**src/rtl/bplus_tree_insert_engine_defines.svh**
```systemverilog
// Assertion macros shared by the B+ tree insert engine.
`ifndef BPLUS_TREE_INSERT_ENGINE_DEFINES_SVH
`define BPLUS_TREE_INSERT_ENGINE_DEFINES_SVH
`ifndef SYNTHESIS
`define BPT_ASSERT_ALWAYS(lbl, clk, rst_n, prop, msg) \
    lbl: assert property (@(posedge clk) disable iff (!rst_n) (prop)) else $error(msg);
`define BPT_ASSERT_NEXT(lbl, clk, rst_n, pre, post, msg) \
    lbl: assert property (@(posedge clk) disable iff (!rst_n) (pre) |=> (post)) else $error(msg);
`else
`define BPT_ASSERT_ALWAYS(lbl, clk, rst_n, prop, msg)
`define BPT_ASSERT_NEXT(lbl, clk, rst_n, pre, post, msg)
`endif
`endif

```
**src/rtl/bpt_ins_pkg.sv**
```systemverilog
package bpt_ins_pkg;

    localparam int LEAF_NODES     = 127;
    localparam int INTERNAL_NODES = 63;
    localparam int ATTRIBUTES     = 16;
    localparam int LEAF_KEYS      = 3;
    localparam int NODE_KEYS      = 4;
    localparam int HALF           = 2;
    localparam int WALK_DEPTH     = 8;

    localparam int LEAF_AW  = $clog2(LEAF_NODES);
    localparam int NODE_AW  = $clog2(INTERNAL_NODES);
    localparam int WALK_AW  = $clog2(WALK_DEPTH);
    localparam int DEPTH_W  = WALK_AW + 1;

    localparam logic [6:0] LEAF_NONE = 7'h7F;

    // status codes
    localparam logic [1:0] ST_OK     = 2'd0;
    localparam logic [1:0] ST_NO_IDX = 2'd1;
    localparam logic [1:0] ST_EXISTS = 2'd2;
    localparam logic [1:0] ST_FULL   = 2'd3;

    localparam logic OP_CREATE = 1'b0;
    localparam logic OP_INSERT = 1'b1;

    // controller to datapath commands
    localparam logic [3:0] CMD_IDLE       = 4'd0;
    localparam logic [3:0] CMD_ACCEPT     = 4'd1;
    localparam logic [3:0] CMD_CREATE     = 4'd2;
    localparam logic [3:0] CMD_WALK_INIT  = 4'd3;
    localparam logic [3:0] CMD_NODE_RD    = 4'd4;
    localparam logic [3:0] CMD_NODE_STEP  = 4'd5;
    localparam logic [3:0] CMD_LEAF_RD    = 4'd6;
    localparam logic [3:0] CMD_LEAF_PLACE = 4'd7;
    localparam logic [3:0] CMD_LEAF_SPLIT = 4'd8;
    localparam logic [3:0] CMD_WRITE2     = 4'd9;
    localparam logic [3:0] CMD_NEW_ROOT   = 4'd10;
    localparam logic [3:0] CMD_UP_RD      = 4'd11;
    localparam logic [3:0] CMD_UP_PLACE   = 4'd12;
    localparam logic [3:0] CMD_UP_SPLIT   = 4'd13;
    localparam logic [3:0] CMD_REPORT_OK  = 4'd14;
    localparam logic [3:0] CMD_REPORT_ERR = 4'd15;

    typedef struct packed {
        logic              opcode;
        logic [3:0]        attribute_index;
        logic signed [31:0] key;
        logic [5:0]        record_block;
        logic [4:0]        record_slot;
    } t_item;

    typedef struct packed {
        logic [1:0] status;
        logic [6:0] leaf_node;
        logic [6:0] root_node;
        logic       root_is_leaf;
    } t_result;

    typedef struct packed {
        logic [1:0]                  fill;
        logic [6:0]                  right;
        logic [LEAF_KEYS-1:0][31:0]  keys;
        logic [LEAF_KEYS-1:0][10:0]  recs;
    } t_leaf_row;

    // child pointer: bit 7 marks a leaf, bits 6:0 the node index
    typedef struct packed {
        logic [2:0]                  fill;
        logic [NODE_KEYS-1:0][31:0]  keys;
        logic [NODE_KEYS:0][7:0]     child;
    } t_node_row;

    typedef struct packed {
        logic [3:0] code;
        logic [1:0] status;
    } t_cmd;

    typedef struct packed {
        logic is_create;
        logic attr_ok;
        logic present;
        logic leaf_pool_full;
        logic is_leaf;
        logic leaf_full;
        logic split_ok;
        logic d_zero;
        logic node_full;
    } t_stat;

endpackage

```
**src/rtl/bpt_ins_ctrl.sv**
```systemverilog
`include "bplus_tree_insert_engine_defines.svh"

module bpt_ins_ctrl (
    input  logic              i_clk,
    input  logic              i_rst_n,
    input  logic              start,
    output logic              busy,
    input  bpt_ins_pkg::t_stat i_stat,
    output bpt_ins_pkg::t_cmd  o_cmd
);

    localparam logic [3:0] S_IDLE   = 4'd0;
    localparam logic [3:0] S_DECODE = 4'd1;
    localparam logic [3:0] S_WALK   = 4'd2;
    localparam logic [3:0] S_NODE   = 4'd3;
    localparam logic [3:0] S_LEAF   = 4'd4;
    localparam logic [3:0] S_SPLIT2 = 4'd5;
    localparam logic [3:0] S_UP     = 4'd6;
    localparam logic [3:0] S_UPN    = 4'd7;
    localparam logic [3:0] S_DONE   = 4'd8;

    logic [3:0] r_state;
    logic [3:0] n_state;

    always_comb begin
        n_state       = r_state;
        o_cmd.code    = bpt_ins_pkg::CMD_IDLE;
        o_cmd.status  = bpt_ins_pkg::ST_OK;
        case (r_state)
            S_IDLE: begin
                if (start) begin
                    o_cmd.code = bpt_ins_pkg::CMD_ACCEPT;
                    n_state    = S_DECODE;
                end
            end
            S_DECODE: begin
                n_state = S_IDLE;
                if (!i_stat.attr_ok) begin
                    o_cmd.code   = bpt_ins_pkg::CMD_REPORT_ERR;
                    o_cmd.status = bpt_ins_pkg::ST_NO_IDX;
                end else if (i_stat.is_create) begin
                    if (i_stat.present) begin
                        o_cmd.code   = bpt_ins_pkg::CMD_REPORT_ERR;
                        o_cmd.status = bpt_ins_pkg::ST_EXISTS;
                    end else if (i_stat.leaf_pool_full) begin
                        o_cmd.code   = bpt_ins_pkg::CMD_REPORT_ERR;
                        o_cmd.status = bpt_ins_pkg::ST_FULL;
                    end else begin
                        o_cmd.code = bpt_ins_pkg::CMD_CREATE;
                        n_state    = S_DONE;
                    end
                end else if (!i_stat.present) begin
                    o_cmd.code   = bpt_ins_pkg::CMD_REPORT_ERR;
                    o_cmd.status = bpt_ins_pkg::ST_NO_IDX;
                end else begin
                    o_cmd.code = bpt_ins_pkg::CMD_WALK_INIT;
                    n_state    = S_WALK;
                end
            end
            S_WALK: begin
                if (i_stat.is_leaf) begin
                    o_cmd.code = bpt_ins_pkg::CMD_LEAF_RD;
                    n_state    = S_LEAF;
                end else begin
                    o_cmd.code = bpt_ins_pkg::CMD_NODE_RD;
                    n_state    = S_NODE;
                end
            end
            S_NODE: begin
                o_cmd.code = bpt_ins_pkg::CMD_NODE_STEP;
                n_state    = S_WALK;
            end
            S_LEAF: begin
                if (!i_stat.leaf_full) begin
                    o_cmd.code = bpt_ins_pkg::CMD_LEAF_PLACE;
                    n_state    = S_DONE;
                end else if (!i_stat.split_ok) begin
                    o_cmd.code   = bpt_ins_pkg::CMD_REPORT_ERR;
                    o_cmd.status = bpt_ins_pkg::ST_FULL;
                    n_state      = S_IDLE;
                end else begin
                    o_cmd.code = bpt_ins_pkg::CMD_LEAF_SPLIT;
                    n_state    = S_SPLIT2;
                end
            end
            S_SPLIT2: begin
                o_cmd.code = bpt_ins_pkg::CMD_WRITE2;
                n_state    = S_UP;
            end
            S_UP: begin
                if (i_stat.d_zero) begin
                    o_cmd.code = bpt_ins_pkg::CMD_NEW_ROOT;
                    n_state    = S_DONE;
                end else begin
                    o_cmd.code = bpt_ins_pkg::CMD_UP_RD;
                    n_state    = S_UPN;
                end
            end
            S_UPN: begin
                if (!i_stat.node_full) begin
                    o_cmd.code = bpt_ins_pkg::CMD_UP_PLACE;
                    n_state    = S_DONE;
                end else begin
                    o_cmd.code = bpt_ins_pkg::CMD_UP_SPLIT;
                    n_state    = S_SPLIT2;
                end
            end
            S_DONE: begin
                o_cmd.code = bpt_ins_pkg::CMD_REPORT_OK;
                n_state    = S_IDLE;
            end
            default: begin
                n_state = S_IDLE;
            end
        endcase
    end

    always_ff @(posedge i_clk) begin
        if (!i_rst_n) begin
            r_state <= S_IDLE;
        end else begin
            r_state <= n_state;
        end
    end

    assign busy = (r_state != S_IDLE);

    `BPT_ASSERT_NEXT(a_accept_decodes, i_clk, i_rst_n, (r_state == S_IDLE) && start, r_state == S_DECODE, "accepted beat did not move to decode")
    `BPT_ASSERT_NEXT(a_split_climbs, i_clk, i_rst_n, r_state == S_SPLIT2, r_state == S_UP, "second split write did not climb")
    `BPT_ASSERT_NEXT(a_done_idles, i_clk, i_rst_n, r_state == S_DONE, r_state == S_IDLE, "report did not return to idle")

endmodule

```
**config.mk**
```make
export PLATFORM = sky130hd
export DESIGN_NAME = bpt_ins_ctrl
export DESIGN_NICKNAME = d
export VERILOG_FILES = /design/src/rtl/bpt_ins_pkg.sv /design/src/rtl/bpt_ins_ctrl.sv
export VERILOG_INCLUDE_DIRS = /design/src /design/src/rtl
export SDC_FILE = /design/constraint.sdc
export NUM_CORES = 1
export LEC_CHECK = 0
export ABC_CLOCK_PERIOD_IN_PS = 2500
export BUFFER_PORTS_ARGS = -buffer_cell sky130_fd_sc_hd__buf_4
export CAP_MARGIN = 5
export CORE_AREA = 2 2 39 41
export DETAILED_ROUTE_END_ITERATION = 7
export DIE_AREA = 0 0 41 43
export PLACE_DENSITY = 0.66
export SYNTH_ARGS = -nofsm -noshare
export SYNTH_HDL_FRONTEND = slang
export SYNTH_SLANG_ARGS = --single-unit
```
**constraint.sdc**
```tcl
create_clock -name i_clk -period 2.5 [get_ports i_clk]
set_input_delay 0.125 -clock i_clk [delete_from_list [all_inputs] [get_ports i_clk]]
set_output_delay 0.125 -clock i_clk [all_outputs]
set_load 0.1 [all_outputs]
```
==> flow_summary.toml <==
[floorplanning]
coreArea_um2 = 1380
core.rowCount = 14
die_width_um = 41
io_pins = 19
die_h_um = 43
start_util = 0.382
die_area_um2 = 1760

[clock_tree]
cts_hold_buf = 0
cts_setup_buffers = 0
numCtsBuffers = 3
cts.clk_slew.worst_paths_ns = 0.04
cts_resized = 0
cts_sinks = 4
cts_buffer_depth = 2
tritoncts = "done"
ctsHtreeMaxLevel = 1
clock_latency_ns = 0.25
root_buffer = "clkbuf_4"

[sta]
post-route-min-period_ns = 2.11
rsz0062_at_grt = "false"
finalSetupViolations = 0
drv_slew = 0
tightest_slew_ns = 0.489
max_freq_mhz = 474
slew_headroom = 0.670
timing.final.crit_share = 0.845
finalHoldViolCount = 0
fin_skew_ns = 0.0103

[power]
clockPowerShare = 0.273
power.density_nw_per_um2 = 439
power_frac_seq = 0.216
switching_share = 0.463
power.switching_w = 0.000143
peakVddDrop_mv = 0.328
p_int_w = 0.000167
leakagePower_nw = 0.285
p_comb_frac = 0.511

[drt]
vias = 642
wl_per_cell_um = 13.7
final_antenna_net_count = 0
wl_um = 1470
viasPerCell = 6.00
dr.first_iter.drc_count = 12
drt-pass1-iter-count = 4
drcViolationCount = 0

[worst_setup_path]
cp-start-kind = "flop"
critPathKind = "reg -> out"
cp.required_ns = 2.38
crit_arrival_ns = 1.99
cp_max_fo = 10
cp-end-kind = "output port"

[logic_synthesis]
ys.warnings.count = 0
synth_edf_count = 0
avgSynthCellArea_um2 = 7.15
synth_fp_nets = 86
ys_ff_latch = 4
synthArstFlopShare = 0
synth_cells = 74
dominantRegCellSynth = "dfxtp_1"
synth_cell_types = 34
synth-seq-area-share = 0.151
syn_area_um2 = 529

[cells_and_area]
drive_gt1_frac = 0.319
area_growth_syn_to_layout_pct = 33.3
top_regs = "r_state: 4 flops"
final_cells = 107
final_common_cell = "buf_4"
antennaDiodeCount = 0
final_area_um2 = 706
final_cell_mix = "buf_4 (21), nor2_1 (5), nand2_1 (4), dfxtp_1 (4)"
fin_util = 0.510
fillers = 148
top_register = "r_state"
largest_reg_flops = 4
final_nets = 105

[place]
place_area_um2 = 683
place_congestion = 0.758
place_inst = 104
dp_hpwl_um = 1060
portBuffers = 18

[global_route]
grt_usage = 0.199
gr-total-overflow = 0
grt_antenna_before_repair = 0
grt_pass1_vias = 548
grt_pass1_wl_um = 2370
grt_start_max_net_pins = 24

[min_path]
hp-class = "in -> reg"

[outcome]
status = "finished, final reports clean"

[job]
drv_cap = 0
-- layout make-up --
type	instances	area, um^2	share of cell area
repair buffers	21	158	0.223
inverters	2	7.51	0.0106
multi-input cells	61	418	0.592
clock buffers	3	22.5	0.0319
flip-flops and latches	4	80.1	0.113
well taps	16	20.0	0.0284
-- routing by layer --
metal | GRT usage | wire, um | part of all wire | vias up
met4 | 0.0667 | 34 | 0.023 | 0
met5 | 0 | 0 | 0 | -
li1 | - | - | - | 323
met3 | 0.0995 | 101 | 0.069 | 5
met1 | 0.288 | 688 | 0.47 | 288
met2 | 0.247 | 646 | 0.44 | 26
-- power by group through the flow --
stage / combinational, W / sequential [W] / clock, W
6_report: 0.000159 / 0.0000669 / 0.0000845
5_1_grt: 0.000166 / 0.0000670 / 0.0000933
4_1_cts: 0.000158 / 0.0000669 / 0.0000877
3_5_place_dp: 0.000158 / 0.0000680 / 0
3_3_place_gp: 0.000157 / 0.0000680 / 0
2_1_floorplan: 0.000116 / 0.0000681 / 0
-- cell usage after synthesis (2+ instances only) --
cell      n  area, um^2
inv_1     2        7.51
nor2b_1   2        12.5
nor3_1    2        10.0
or4_1     3        22.5
nand4_1   3        18.8
nor2_1    5        18.8
nor4b_1   3        26.3
dfxtp_1   4        80.1
nand2_1   4        15.0
and3b_1   3        26.3
a21oi_1   2        10.0
nor3b_1   2        15.0
nand2b_1  3        18.8
clkbuf_1  5        18.8
a31oi_1   4        25.0
nand3_1   3        15.0
o21a_1    2        15.0
o21ai_0   4        20.0
o31ai_1   3        22.5
-- worst max-delay path, cell delays in order, from the launching register on --
cell and delay (ns):
dfxtp_1 0.39, or4b_4 0.58, a311o_1 0.33, a31oi_2 0.13, buf_4 0.31
-- worst paths after layout --
kind | startpoint | end | slack, ns | cells after the start
hold reg to reg | r_state[1] | r_state[3] | 0.72 | 3
setup / recovery | r_state[3] | o_cmd[4] | 0.39 | 4
setup reg to reg | r_state[1] | r_state[0] | 0.99 | 4
hold / removal | i_stat[0] | r_state[3] | 0.20 | 4
-- metrics by stage --
step	total power, W	hold WS (ns)	TNS (ns)	setup WS, ns
2_1_floorplan	0.000184	0.297	-0.00104	-0.00104
3_3_place_gp	0.000225	0.451	0	0.671
3_5_place_dp	0.000226	0.455	0	0.664
4_1_cts	0.000313	0.196	0	0.394
5_1_grt	0.000327	0.239	0	0.277
6_report	0.000310	0.203	0	0.388
-- kinds of logic (layout without fill, tap and decap cells) --
logic type / count (synthesis) / after routing / synth area share
AND/OR/NAND/NOR: 39 / 39 / 0.475
AO/OA/AOI/OAI: 22 / 22 / 0.293
buffers and inverters: 9 / 26 / 0.0804
flip-flops: 4 / 4 / 0.151
(Power assumes the default switching activity.)
